## config.mk

```make
export PLATFORM = sky130hd
export DESIGN_NAME = swls_div
export DESIGN_NICKNAME = d
export VERILOG_FILES = /design/src/hw/rtl/swls_div.sv
export SDC_FILE = /design/constraint.sdc
export NUM_CORES = 1
export LEC_CHECK = 0
export BUFFER_PORTS_ARGS = -buffer_cell sky130_fd_sc_hd__buf_2
export CAP_MARGIN = 15
export CORE_ASPECT_RATIO = 1.2
export CORE_UTILIZATION = 54
export CTS_CLUSTER_DIAMETER = 100
export CTS_CLUSTER_SIZE = 14
export DETAILED_ROUTE_END_ITERATION = 16
export GPL_TIMING_DRIVEN = 0
export PLACE_DENSITY_LB_ADDON = 0.08
export SYNTH_ARGS = -nofsm -noshare
export SYNTH_HDL_FRONTEND = slang
export SYNTH_SLANG_ARGS = --single-unit
```

## constraint.sdc

```tcl
create_clock -name clk -period 2.75 [get_ports clk]
set_clock_uncertainty 0.1 [all_clocks]
set_input_delay 0.6875 -clock clk [delete_from_list [all_inputs] [get_ports clk]]
set_output_delay 0.6875 -clock clk [all_outputs]
set_load 0.01 [all_outputs]
```

## src/hw/rtl/swls_div.sv

```systemverilog
// ----------------------------------------------------------------------------
// swls_div
// Restoring divider, one quotient bit per cycle, unsigned operands.
// ----------------------------------------------------------------------------
module swls_div #(
    parameter int NW = 48,
    parameter int DW = 16
) (
    input  logic          clk,
    input  logic          rst_n,
    input  logic          start,
    input  logic [NW-1:0] num,
    input  logic [DW-1:0] den,
    output logic          done,
    output logic [NW-1:0] quo
);

    localparam int CNTW = $clog2(NW + 1);

    logic [NW-1:0]   quo_reg, quo_next;
    logic [DW-1:0]   rem_reg, rem_next;
    logic [DW-1:0]   den_reg;
    logic [CNTW-1:0] cnt_reg, cnt_next;
    logic            done_reg, done_next;
    logic [DW:0]     trial;
    logic            qbit;

    // trial subtract of the shifted remainder
    always_comb
    begin
        trial    = {rem_reg, quo_reg[NW-1]};
        qbit     = (trial >= {1'b0, den_reg});
        quo_next = quo_reg;
        rem_next = rem_reg;
        cnt_next = cnt_reg;
        done_next = 1'b0;
        if (start)
        begin
            quo_next = num;
            rem_next = '0;
            cnt_next = CNTW'(NW);
        end
        else if (cnt_reg != '0)
        begin
            rem_next  = qbit ? DW'(trial - {1'b0, den_reg}) : trial[DW-1:0];
            quo_next  = {quo_reg[NW-2:0], qbit};
            cnt_next  = cnt_reg - CNTW'(1);
            done_next = (cnt_reg == CNTW'(1));
        end
    end

    // control state
    always_ff @(posedge clk or negedge rst_n)
    begin
        if (!rst_n)
        begin
            cnt_reg  <= '0;
            done_reg <= 1'b0;
        end
        else
        begin
            cnt_reg  <= cnt_next;
            done_reg <= done_next;
        end
    end

    // datapath
    always_ff @(posedge clk)
    begin
        quo_reg <= quo_next;
        rem_reg <= rem_next;
        if (start)
        begin
            den_reg <= den;
        end
    end

    assign done = done_reg;
    assign quo  = quo_reg;

endmodule

```

==> Word-level counts from Yosys, hierarchy flattened <==
Index checks and enable logic that the tools add are counted.
{ "classes": {"addsub": 2, "n_lt_le_gt_ge": 1, "n_eq_ne": 1, "muxes": 7, "n_reduce_logical": 2} }
{ "ops": {"columns": ["operator", "count"], "rows": [
  ["2-to-1 mux 48 bit", 2],
  [">= comparator 17 x 16 -> 1 bit", 1],
  ["2-to-1 mux 16 bit", 1],
  ["subtractor 16 bit", 1],
  ["2-to-1 mux 6 bit", 2],
  ["equality test 6 x 1 -> 1 bit (second input constant)", 1],
  ["nonzero test 6 bit", 1],
  ["subtractor 6 x 1 -> 6 bit (second input constant)", 1],
  ["2-to-1 mux 1 bit", 2],
  ["nonzero test 2 bit", 1]
]} }
{ "totals": {"reg_bits": 87, "in_bits": 67, "word_cells": 18} }

==> Logic depth before layout (Yosys ltp) <==
Gate-level depths: netlist (run 1).
{ "logic_depth": {"depth_word": 3, "ltp_mapped": 10, "mapped_depth_nobuf": 9} }

==> Least setup slack after synthesis (run 1) <==
No wires, ideal clock.
{ "synth_path": {"path_kind": "input to register", "from": "in start", "to": "reg quo_reg[0] (netlist: quo[0]) (enable)", "setup_ns": 0.403, "arrival_time_ns": 2.090, "slack_ns": 0.157, "cell_stages": 3, "cell_sequence": "clkbuf_1 -> nor2_1 -> inv_1"} }
{ "synth_via": {"elab_chain_cells": 1} }
{ "synth_lines": {"columns": ["element", "line", "rtl"], "rows": [
  ["start: declaration", "11", "input logic start,"],
  ["nonzero test 2 bit (no line)", null, null],
  ["end signal: assignment", "70", "quo_reg <= quo_next;"],
  ["end: declaration", "20", "logic [NW-1:0] quo_reg, quo_next;"]
]} }
No other way between the ends.
A chain may end at the register's enable or synchronous reset.

==> Worst setup path after layout (run 1) <==
{ "layout_path": {"from": "reg quo_reg[47] (netlist: quo[47])", "to": "reg rem_reg[10]"} }
{ "layout_via": {"elab_chain_cells": 2, "elab_cells_between_ends": 3, "cone_classes": "add/sub: 1; order compare: 1; mux: 1"} }
{ "layout_lines": {"columns": ["element", "line", "rtl"], "rows": [
  ["subtractor 16 bit or >= comparator 17 x 16 -> 1 bit (tied branches)", "45, 32", null],
  ["2-to-1 mux 16 bit (*)", "45", "rem_next = qbit ? DW'(trial - {1'b0, den_reg}) : trial[DW-1:0];"],
  ["end signal: assignment", "71", "rem_reg <= rem_next;"],
  ["end: declaration", "21", "logic [DW-1:0] rem_reg, rem_next;"]
]} }
Mark *: on every way between the ends. The rest lies on a longest branch, timed or not.

==> results_dict.tcl, run 1 <==
set metrics [dict create \
    whs_ns 0.0553 \
    part_of_the_total_power_dissipated_in_the_clock_network_pct 28.1 \
    timing.setup.tns_ns 0 \
    floorplan.io_pins 116 \
    finalWorstPathRequiredPeriod_ns 2.56 \
    start_util_pct 55.7 \
    routed_wirelength_mm 11.2 \
    clk_latency_ns 0.35 \
    grt_pass1_wl_mm 17.5 \
    design_power_total_w 0.00301 \
    post_synth.cell_area_avg_um2 11.7 \
    synth-xor-area-share_pct 1.83 \
    clkTransAtPathRegs_ns 0.08 \
    synth.yosys.seq_area_share_pct 50.6 \
    ys_ff_latch 87 \
    p_sw_share_pct 26.2 \
    timing.reg2reg.setup_slack_ns 0.19 \
    status "completed" \
    cts_tree "done" \
    ant_nets 0 \
    arrival_ns 2.73 \
    numClockSinks 87 \
    synthTopCellsByArea "sky130_fd_sc_hd__edfxtp_1 (40%), sky130_fd_sc_hd__mux2_2 (12%), sky130_fd_sc_hd__dfxtp_1 (6.7%), sky130_fd_sc_hd__ha_1 (4.7%), sky130_fd_sc_hd__dfrtp_1 (3.7%)" \
    r2r_cells 9 \
    worstMarginPinSlew_ns 0.629 \
    antennaDiodeCount 0 \
    die_footprint_um2 9220 \
    post_synth_mux_area_share_pct 11.8 \
    hpwl_mm 8.45 \
    total_power_per_unit_cell_area_nw_per_um2 526 \
    netlist.area_leader.share_pct 40.3 \
    worst_r2r_startpoint "quo[47]" \
    grt_pass1_vias 3663 \
    first_pass_iters 7 \
    postCtsHoldBufs 0 \
    route.detailed.vias_per_inst 5.70 \
    final_nets 622 \
    finish.utilization_pct 66.7 \
    drt_iter0_markers 239 \
    yosysUniqueCellTypes 65 \
    grt_overflow_total 0 \
    dr_total_vias 3749 \
    share_seq_of_total_power_pct 53.2 \
    largest_register_ff_count 48 \
    drive_above_1_share_pct 39.2 \
    synth_flop_type "sky130_fd_sc_hd__edfxtp_1" \
    post_synthesis_net_count 495 \
    synth_simple_gate_area_share_pct 12.0 \
    p_leak_nw 2.43 \
    floorplan.core_area_um2 8560 \
    synth_cells 409 \
    groute.usage.overall_pct 25.1 \
    worst_setup_path_end_kind "register" \
    fmaxAchievable_mhz 390 \
    tritoncts.num_buffers 9 \
    drc 0 \
    path_type_of_the_worst_min_delay_path "in -> async" \
    max-vdd-ir-drop_mv 0.387 \
    maxCapViolations 0 \
    placement_rows 37 \
    cts.repair.resized 0 \
    finalWorstSetupSlack_ns 0.186 \
    cp-start-kind "register" \
    die_x_um 87.8 \
    timing.final.setup_violations 0 \
    synth.yosys.warnings 0 \
    cts-root-buf "sky130_fd_sc_hd__clkbuf_8" \
    grt_max_degree 39 \
    cellInternalPower_w 0.00222 \
    preCtsSetupSlack_ns -0.181 \
    grt_setup_unrepaired "false" \
    net-switching-power_w 0.000788 \
    synth_enable_flop_cells 64 \
    flow.area_growth_from_synthesis_pct 19.6 \
    portbufs 115 \
    die_h_um 105 \
    grt_antenna_before_repair 0 \
    synth_compound_gate_area_share_pct 14.2 \
    worst_r2r_endpoint "rem_reg[10]" \
    routedWlPerCell_um 17.1 \
    critical_path_class "reg -> reg" \
    drv_slew 0 \
    worst_slew_margin_rel_pct 58.1 \
    finalCritPeriodShare_pct 93.2 \
    post_synth_fa_ha_maj_area_fraction_pct 5.14 \
    pwr-share-comb_pct 18.7 \
    worstPathRequired_ns 2.92 \
    final-hold-violation-count 0 \
    cts_setup_buffers 0 \
    synth.cell_area_um2 4770 \
    yosys.area.top_type "sky130_fd_sc_hd__edfxtp_1" \
    clock_path_buffers 2 \
    ctsHtreeMaxLevel 3 \
    dominant_combinational_cell_family_by_area_after_synthesis "compound AO/OA/AOI/OAI gates" \
    critPathMaxFanout 4 \
    gp_congestion 0.890 \
    synthArstFlopShare_pct 8.05 \
]
[critical path, cell delays in order, from the launching register on]
cell	delay (ns)
sky130_fd_sc_hd__edfxtp_1	0.40
sky130_fd_sc_hd__inv_1	0.06
sky130_fd_sc_hd__ha_1	0.22
sky130_fd_sc_hd__fa_1	0.43
sky130_fd_sc_hd__nor2b_2	0.18
sky130_fd_sc_hd__o2111ai_2	0.19
sky130_fd_sc_hd__nor4bb_1	0.18
sky130_fd_sc_hd__nor4_1	0.38
sky130_fd_sc_hd__nand4_1	0.15
sky130_fd_sc_hd__a31oi_1	0.19
[routing by layer]
layer | track usage, % | up-vias | routed length, um | share of wire, %
li1 | - | 1800 | - | -
met4 | 10.8 | 0 | 270 | 2.4
met5 | 0 | - | 0 | 0
met2 | 42.0 | 160 | 5560 | 49
met3 | 5.53 | 25 | 726 | 6.5
met1 | 30.5 | 1764 | 4690 | 42
[Yosys cell counts (3+ instances only)]
| master | n |
|---|---|
| sky130_fd_sc_hd__a211o_1 | 3 |
| sky130_fd_sc_hd__or3_1 | 4 |
| sky130_fd_sc_hd__o2111ai_1 | 5 |
| sky130_fd_sc_hd__a311oi_1 | 3 |
| sky130_fd_sc_hd__a31oi_1 | 5 |
| sky130_fd_sc_hd__a21o_1 | 4 |
| sky130_fd_sc_hd__nand4_1 | 5 |
| sky130_fd_sc_hd__nand3_1 | 12 |
| sky130_fd_sc_hd__a211oi_1 | 7 |
| sky130_fd_sc_hd__nor2_1 | 26 |
| sky130_fd_sc_hd__buf_2 | 5 |
| sky130_fd_sc_hd__edfxtp_1 | 64 |
| sky130_fd_sc_hd__a311oi_2 | 4 |
| sky130_fd_sc_hd__nor4_1 | 4 |
| sky130_fd_sc_hd__o21ai_2 | 4 |
| sky130_fd_sc_hd__o21ai_0 | 15 |
| sky130_fd_sc_hd__and3_2 | 3 |
| sky130_fd_sc_hd__o21a_1 | 3 |
| sky130_fd_sc_hd__nor2b_1 | 3 |
| sky130_fd_sc_hd__mux2_2 | 49 |
| sky130_fd_sc_hd__xnor2_1 | 7 |
| sky130_fd_sc_hd__o211ai_1 | 6 |
| sky130_fd_sc_hd__ha_1 | 18 |
| sky130_fd_sc_hd__dfxtp_1 | 16 |
| sky130_fd_sc_hd__buf_6 | 3 |
| sky130_fd_sc_hd__nand2_1 | 27 |
| sky130_fd_sc_hd__xor2_1 | 3 |
| sky130_fd_sc_hd__dfrtp_1 | 7 |
| sky130_fd_sc_hd__a21oi_1 | 10 |
| sky130_fd_sc_hd__o31ai_1 | 3 |
| sky130_fd_sc_hd__clkbuf_1 | 9 |
| sky130_fd_sc_hd__nor3_1 | 9 |
| sky130_fd_sc_hd__inv_1 | 24 |
[power by group through the flow]
stage	combinational (W)	sequential, W	clock, W
2_1_floorplan	0.000316	0.00166	0
3_3_place_gp	0.000543	0.00162	0
3_5_place_dp	0.000554	0.00163	0
4_1_cts	0.000556	0.00160	0.000866
5_1_grt	0.000611	0.00161	0.000922
6_report	0.000561	0.00160	0.000844
[layout by cell type (no fill, tap or decap), drive strengths merged, types with 5 or more instances in the layout]
cell type and n:
a211oi 9, a21oi 11, a311oi 7, a31oi 5
buf 127, clkbuf 22, dfrtp 7, dfxtp 16
edfxtp 64, ha 18, inv 24, mux2 49
nand2 27, nand3 14, nand4 5, nor2 26
nor3 9, nor4 5, o2111ai 5, o211ai 6
o21ai 20, xnor2 7
[logic make-up (layout without fill, tap and decap cells)]
group	Yosys count	after routing
AO/OA/AOI/OAI	89	89
AND/OR/NAND/NOR	109	109
flip-flops	87	87
adder cells (fa/ha/maj)	19	19
XOR/XNOR	10	10
multiplexers	50	50
buffers and inverters	45	177
[final cells by class]
class                      instances  area, um2
tap                              117        146
timing repair buffer             116        596
fill                             685       2850
clock buffer                      12        135
inverter                          24       90.1
sequential                        87       2420
buffer                            21        121
clock inverter                     4       46.3
multi-input combinational        277       2160
[how the worst max path moves through the flow]
| stage | cells past startpoint | start | slack [ns] | to |
|---|---|---|---|---|
| after CTS | 9 | quo[47] | 0.08 | rem_reg[14] |
| after floorplan | 3 | start | 0.16 | quo[0] |
| after global placement | 4 | start | -1.06 | quo[8] |
| after detailed placement | 4 | start | -0.18 | quo[44] |
| after global routing | 9 | quo[47] | 0.04 | rem_reg[10] |
| final | 9 | quo[47] | 0.19 | rem_reg[10] |
[through the flow]
| stage | cell area, um2 | cells |
|---|---|---|
| after floorplan | 4770 | 409 |
| after global placement | 5500 | 641 |
| after detailed placement | 5520 | 642 |
| after CTS | 5700 | 658 |
| after global routing | 5710 | 658 |
| final | 5710 | 658 |
Power figures use the tool's default switching activity.
==> run 2: changes to the inputs <==
--- a/config.mk
+++ b/config.mk
@@ -5,6 +5,7 @@
 export SDC_FILE = /design/constraint.sdc
 export NUM_CORES = 1
 export LEC_CHECK = 0
+export ABC_AREA = 1
 export BUFFER_PORTS_ARGS = -buffer_cell sky130_fd_sc_hd__buf_2
 export CAP_MARGIN = 15
 export CORE_ASPECT_RATIO = 1.2
==> run 2 against run 1 <==
Net effect: final cell count up 27%; wire length decreased by 2.8%; setup slack improved by 0.25 ns; core utilization down 0.10 points; area after synthesis is 0.55% lower; design area decreased by 0.15%; largest power group unchanged.
==> results_dict.tcl, run 2 <==
set metrics [dict create \
    synth_enable_flop_cells 64 \
    drv_slew 0 \
    tritoncts.num_buffers 9 \
    worstPathRequired_ns 2.91 \
    p_leak_nw 3.06 \
    total_power_per_unit_cell_area_nw_per_um2 771 \
    portbufs 115 \
    most-common-layout-cells "sky130_fd_sc_hd__nand2_1 (269), sky130_fd_sc_hd__buf_2 (117), sky130_fd_sc_hd__inv_1 (76), sky130_fd_sc_hd__edfxtp_1 (64), sky130_fd_sc_hd__nand3_1 (41)" \
    gp_congestion 0.909 \
    worst_setup_path_end_kind "register" \
    netlist.area_leader.share_pct 40.5 \
    fmaxAchievable_mhz 433 \
    grt_setup_unrepaired "false" \
    postCtsHoldBufs 0 \
    ant_nets 0 \
    floorplan.core_area_um2 8560 \
    critical_path_class "in -> reg" \
    synth_compound_gate_area_share_pct 2.16 \
    status "completed" \
    stdcell_count 838 \
    dr_total_vias 4149 \
    maxCapViolations 0 \
    cp-start-kind "input pin" \
    synth-xor-area-share_pct 1.48 \
    cts_tree "done" \
    route.detailed.vias_per_inst 4.95 \
    cts_setup_buffers 0 \
    clock_path_buffers 2 \
    die_h_um 105 \
    grt_overflow_total 0 \
    synth.cell_area_um2 4750 \
    yosys.area.top_type "sky130_fd_sc_hd__edfxtp_1" \
    synth_flop_type "sky130_fd_sc_hd__edfxtp_1" \
    yosysUniqueCellTypes 31 \
    clkTransAtPathRegs_ns 0.09 \
    largest_register_ff_count 48 \
    dominant_combinational_cell_family_by_area_after_synthesis "simple AND/OR/NAND/NOR gates" \
    synth.most_common_cell "sky130_fd_sc_hd__nand2_1" \
    max-vdd-ir-drop_mv 0.338 \
    start_util_pct 55.4 \
    ys_ff_latch 87 \
    synth_simple_gate_area_share_pct 32.1 \
    floorplan.io_pins 116 \
    most_frequent_standard_cell_in_the_layout_excluding_fill_and_tap_cells "sky130_fd_sc_hd__nand2_1" \
    cts-root-buf "sky130_fd_sc_hd__clkbuf_8" \
    path_type_of_the_worst_min_delay_path "in -> async" \
    worstMarginPinSlew_ns 0.492 \
    numClockSinks 87 \
    synth_cells 589 \
    final-hold-violation-count 0 \
    post_synth.cell_area_avg_um2 8.06 \
    die_footprint_um2 9170 \
    cts.repair.resized 0 \
    synth.yosys.seq_area_share_pct 50.9 \
    drive_above_1_share_pct 21.8 \
    post_synth_mux_area_share_pct 0 \
    whs_ns 0.0368 \
    post_synth_fa_ha_maj_area_fraction_pct 5.17 \
    layout.area.seq_um2 2420 \
    worst_slew_margin_rel_pct 67.2 \
    timing.final.setup_violations 0 \
    ctsHtreeMaxLevel 3 \
    antennaDiodeCount 0 \
    post_synth_most_frequent_cells "sky130_fd_sc_hd__nand2_1 (269), sky130_fd_sc_hd__inv_1 (77), sky130_fd_sc_hd__edfxtp_1 (64)" \
    numPlacedInstances 822 \
    arrival_ns 2.47 \
    die_x_um 87.6 \
    post_synthesis_net_count 675 \
    first_pass_iters 5 \
    multiInputGateArea_um2 1940 \
    flow.area_growth_from_synthesis_pct 20.1 \
    grt_max_degree 46 \
    grt_pass1_vias 4045 \
    placement_rows 37 \
    synthTopCellsByArea "sky130_fd_sc_hd__edfxtp_1 (40%), sky130_fd_sc_hd__nand2_1 (21%), sky130_fd_sc_hd__dfxtp_1 (6.7%), sky130_fd_sc_hd__inv_1 (6.1%), sky130_fd_sc_hd__ha_1 (4.7%)" \
    grt_pass1_wl_mm 18.1 \
    routed_wirelength_mm 10.9 \
    synthArstFlopShare_pct 8.05 \
    finalCritPeriodShare_pct 84.0 \
    groute.usage.overall_pct 25.9 \
    finalWorstPathRequiredPeriod_ns 2.31 \
    hpwl_mm 8.12 \
    drc 0 \
    final_nets 802 \
    grt_antenna_before_repair 0 \
    synth.yosys.warnings 0 \
    routedWlPerCell_um 13.0 \
    drt_iter0_markers 169 \
    critPathMaxFanout 17 \
    clk_latency_ns 0.37 \
    layout.filler_cells 755 \
]
run 2: cell count changes after synthesis, sizes merged, moves of 5 or more:
| cell | delta |
|---|---|
| a311oi | -7 |
| nand2 | +258 |
| nand3 | +30 |
| mux2 | -49 |
| nor2 | -7 |
| buf | -5 |
| o21ai | -19 |
| a211oi | -8 |
| o2111ai | -5 |
| nand3b | +6 |
| nor4 | -5 |
| inv | +53 |
| o211ai | -6 |
| nor3 | -5 |
run 2: final cells by class:
class                           count  share of cell area (%)
Sequential cell                    87                    42.4
Multi-Input combinational cell    407                    34.1
Buffer                             17                    1.65
Tap cell                          117                    2.57
Inverter                           78                    5.13
Clock inverter                      5                    1.43
Timing Repair Buffer              116                    10.4
Clock buffer                       11                    2.30
run 2: routing by layer:
metal	vias to the layer above	part of all wire, %	global-route usage, %
li1	2104	-	-
met1	1887	40	29.2
met2	137	50	44.0
met3	21	7.2	8.06
met4	0	2.7	11.6
met5	-	0	0
run 2: final timing paths:
kind	startpoint	to	slack [ns]	cells after the start
worst min register to register	rem_reg[6]	rem_reg[6]	0.38	2
worst max-delay path	start	rem_reg[9]	0.44	8
max in group asynchronous	rst_n	cnt_reg[2]	2.34	1
worst min-delay path	rst_n	cnt_reg[0]	0.04	1
min in group clk	rem_reg[6]	rem_reg[6]	0.38	2
worst max register to register	den_reg[4]	quo[0]	0.60	10
run 2: where the power goes:
| part | switching, W | internal (W) | total [W] | leakage (nW) |
|---|---|---|---|---|
| Clock | 0.000481 | 0.000515 | 0.000996 | 0.106 |
| Combinational | 0.00101 | 0.000649 | 0.00166 | 2.06 |
| Sequential | 0.000125 | 0.00162 | 0.00174 | 0.901 |
run 2: kinds of logic after synthesis:
kind of cell,count (synthesis)
AND/OR/NAND/NOR,361
buffers and inverters,95
flip-flops,87
AO/OA/AOI/OAI,19
adder cells (fa/ha/maj),19
XOR/XNOR,8
run 2: stage by stage:
| step | setup TNS (ns) | util (%) | setup WS [ns] | area [um2] | power, W |
|---|---|---|---|---|---|
| 2_1_floorplan | 0 | - | 0.280 | 4750 | 0.00299 |
| 4_1_cts | 0 | 66.6 | 0.438 | 5700 | 0.00441 |
| 3_3_place_gp | -34.78 | 63.9 | -0.713 | 5470 | 0.00339 |
| 6_report | 0 | 66.6 | 0.440 | 5700 | 0.00440 |
| 3_5_place_dp | 0 | 64.1 | 0.0257 | 5490 | 0.00342 |
| 5_1_grt | 0 | 66.6 | 0.248 | 5700 | 0.00471 |
run 2: worst max-delay path, stage by stage:
cell                       delay, ns
sky130_fd_sc_hd__buf_2          0.40
sky130_fd_sc_hd__clkbuf_1       0.31
sky130_fd_sc_hd__clkinv_1       0.29
sky130_fd_sc_hd__nand2_1        0.20
sky130_fd_sc_hd__inv_1          0.16
sky130_fd_sc_hd__buf_2          0.24
sky130_fd_sc_hd__nand3_1        0.12
sky130_fd_sc_hd__nand2_1        0.05
==> run 3: changes to the inputs <==
--- a/config.mk
+++ b/config.mk
@@ -9,7 +9,7 @@
 export BUFFER_PORTS_ARGS = -buffer_cell sky130_fd_sc_hd__buf_2
 export CAP_MARGIN = 15
 export CORE_ASPECT_RATIO = 1.2
-export CORE_UTILIZATION = 54
+export CORE_UTILIZATION = 49
 export CTS_CLUSTER_DIAMETER = 100
 export CTS_CLUSTER_SIZE = 14
 export DETAILED_ROUTE_END_ITERATION = 16
==> constraint.sdc (replaced) <==
create_clock -name clk -period 1.9 [get_ports clk]
set_clock_uncertainty 0.1 [all_clocks]
set_input_delay 0.475 -clock clk [delete_from_list [all_inputs] [get_ports clk]]
set_output_delay 0.475 -clock clk [all_outputs]
set_load 0.01 [all_outputs]
==> run 3 against run 2 <==
Net effect: the run now ends with negative setup slack left; sequential power rose by 49%; final cell count grew 5.0%; via count up 5.0%; largest power group is now combinational logic; power is 84% higher; critical endpoint is now rem_reg[7].
==> results_dict.tcl, run 3 (synthesis gave the netlist of run 2 again) <==
set metrics [dict create \
    status "finished, violations left" \
    failed_checks "negative setup slack" \
    grt_max_degree 18 \
    net-switching-power_w 0.00296 \
    r2r_cells 16 \
    fmaxAchievable_mhz 486 \
    ant_nets 0 \
    clk_latency_ns 0.34 \
    clock_path_buffers 2 \
    arrival_ns 2.19 \
    placement_rows 39 \
    groute.usage.overall_pct 26.3 \
    worst_slew_margin_rel_pct 65.5 \
    grt_setup_unrepaired "true" \
    finish.utilization_pct 69.9 \
    critical_path_class "reg -> reg" \
    grt_pass1_wl_mm 20.3 \
    pwr-share-comb_pct 43.9 \
    grt_overflow_total 0 \
    routedWlPerCell_um 14.6 \
    grt_antenna_before_repair 0 \
    numClockSinks 87 \
    critPathMaxFanout 5 \
    floorplan.io_pins 116 \
    start_util_pct 50.1 \
    dr_total_vias 4357 \
    p_sw_share_pct 36.7 \
    timing.critical_path.cells "inv_2 > ha_4 > buf_6 > nand2_2 > nor2_2 > nand2_1 > nand3_2 > nand2_2 > nand2_4 > nand2_8 > nand2_8 > buf_12 > buf_12 > nand2_4 > nand3_2 > nand2_1" \
    ctsHtreeMaxLevel 3 \
    timing.final.setup_violations 17 \
    cp-start-kind "register" \
    total_power_per_unit_cell_area_nw_per_um2 1220 \
    drt_iter0_markers 155 \
    flow.area_growth_from_synthesis_pct 39.4 \
    die_footprint_um2 10100 \
    max-vdd-ir-drop_mv 0.724 \
    first_pass_iters 5 \
    crit_path_top_delay_cell "sky130_fd_sc_hd__edfxtp_1" \
    cellInternalPower_w 0.00511 \
    final_cell_area_um2 6620 \
    finalWorstSetupSlack_ns -0.157 \
    clkTransAtPathRegs_ns 0.06 \
    whs_ns 0.203 \
    placed_cell_area_um2 5490 \
    p_leak_nw 3.37 \
    cts-root-buf "sky130_fd_sc_hd__clkbuf_16" \
    route.detailed.vias_per_inst 4.95 \
    drc 0 \
    finalCritPeriodShare_pct 108 \
    critPathTopFamily "simple AND/OR/NAND/NOR gates" \
    share_seq_of_total_power_pct 32.0 \
    most_frequent_standard_cell_in_the_layout_excluding_fill_and_tap_cells "sky130_fd_sc_hd__nand2_1" \
    finalWorstPathRequiredPeriod_ns 2.06 \
    cts_tree "done" \
    cp_bufs_invs 4 \
    final-hold-violation-count 0 \
    antennaDiodeCount 0 \
    worstMarginPinSlew_ns 0.518 \
    part_of_the_total_power_dissipated_in_the_clock_network_pct 24.0 \
    drive_above_1_share_pct 35.5 \
    preCtsSetupSlack_ns -1.06 \
    gp_congestion 0.883 \
    routed_wirelength_mm 12.9 \
    die_h_um 110 \
    worstPathRequired_ns 2.04 \
    path_type_of_the_worst_min_delay_path "in -> reg" \
    hold_depth 1 \
    portbufs 115 \
    most-common-layout-cells "sky130_fd_sc_hd__nand2_1 (257), sky130_fd_sc_hd__buf_2 (114), sky130_fd_sc_hd__inv_1 (65), sky130_fd_sc_hd__edfxtp_1 (64), sky130_fd_sc_hd__buf_4 (29)" \
    worstSetupPathDepth 16 \
    largest_register_ff_count 48 \
    maxCapViolations 0 \
    hpwl_mm 7.98 \
    worst_setup_path_end_kind "register" \
    critical_path.max_stage_delay_ns 0.34 \
    grt_pass1_vias 4380 \
    die_x_um 91.9 \
    drv_slew 0 \
    final_nets 838 \
    tritoncts.num_buffers 9 \
    floorplan.core_area_um2 9470 \
]
-- run 3: cell types whose count changed in the layout (fill, tap and decap cells not counted), moves of 6 or more --
cell and change:
sky130_fd_sc_hd__buf_4 +26, sky130_fd_sc_hd__clkinvlp_4 +6, sky130_fd_sc_hd__inv_1 -11, sky130_fd_sc_hd__clkbuf_8 -9
sky130_fd_sc_hd__ha_1 -16, sky130_fd_sc_hd__ha_4 +15, sky130_fd_sc_hd__clkbuf_16 +9, sky130_fd_sc_hd__nand2_4 +7
sky130_fd_sc_hd__nand3_2 +21, sky130_fd_sc_hd__nand2_1 -12, sky130_fd_sc_hd__inv_2 +10, sky130_fd_sc_hd__nand3_1 -21
-- run 3: timing repair --
action / 4_1_cts / 5_1_grt
endpoints found under the setup margin: 114 / 17
gates cloned: 5 / 0
endpoints found under the hold margin: 7 / 0
resized for setup: 79 / 27
pin swaps: 23 / 21
hold buffers: 1 / 0
setup buffers: 28 / 5
-- run 3: path summary, 6_finish.rpt --
path / start / endpoint / slack [ns]
worst max register to register: den_reg[2] / rem_reg[7] / -0.16
max in group asynchronous: rst_n / cnt_reg[2] / 1.12
worst min register to register: rem_reg[14] / rem_reg[14] / 0.38
worst min-delay path: den[12] / den_reg[12] / 0.20
worst max-delay path: den_reg[2] / rem_reg[7] / -0.16
min in group asynchronous: rst_n / cnt_reg[0] / 0.41
-- run 3: area by class of cell --
class	instances	area [um2]
Clock buffer	10	229
Clock inverter	6	92.6
Multi-Input combinational cell	407	2390
Tap cell	123	154
Inverter	78	297
Buffer	16	110
Timing Repair Buffer	150	900
Sequential cell	87	2420
Timing Repair inverter	3	22.5
Fill cell	764	2850
-- run 3: power groups by stage --
stage / sequential, W / combinational (W) / clock [W]
after floorplan: 0.00258 / 0.00176 / 0
after global routing: 0.00262 / 0.00389 / 0.00205
after CTS: 0.00257 / 0.00336 / 0.00196
after detailed placement: 0.00255 / 0.00242 / 0
after global placement: 0.00255 / 0.00237 / 0
final: 0.00259 / 0.00355 / 0.00194
-- run 3: layer usage --
metal  routed length (um)  up-vias  share of wire, %  global-route usage [%]
li1                     -     2179                 -                       -
met1                 5080     2035                40                    29.7
met2                 6840      125                53                    48.1
met3                  677       18               5.3                    5.46
met4                  263        0               2.0                    11.6
met5                    0        -                 0                       0
-- run 3: stage by stage --
stage | total power, W | cells | TNS (ns)
floorplan | 0.00434 | 589 | -16.62
global placement | 0.00492 | 827 | -82.34
detailed placement | 0.00497 | 827 | -87.52
CTS | 0.00789 | 877 | -1.37
global route | 0.00856 | 880 | -3.34
finish | 0.00808 | 880 | -1.72
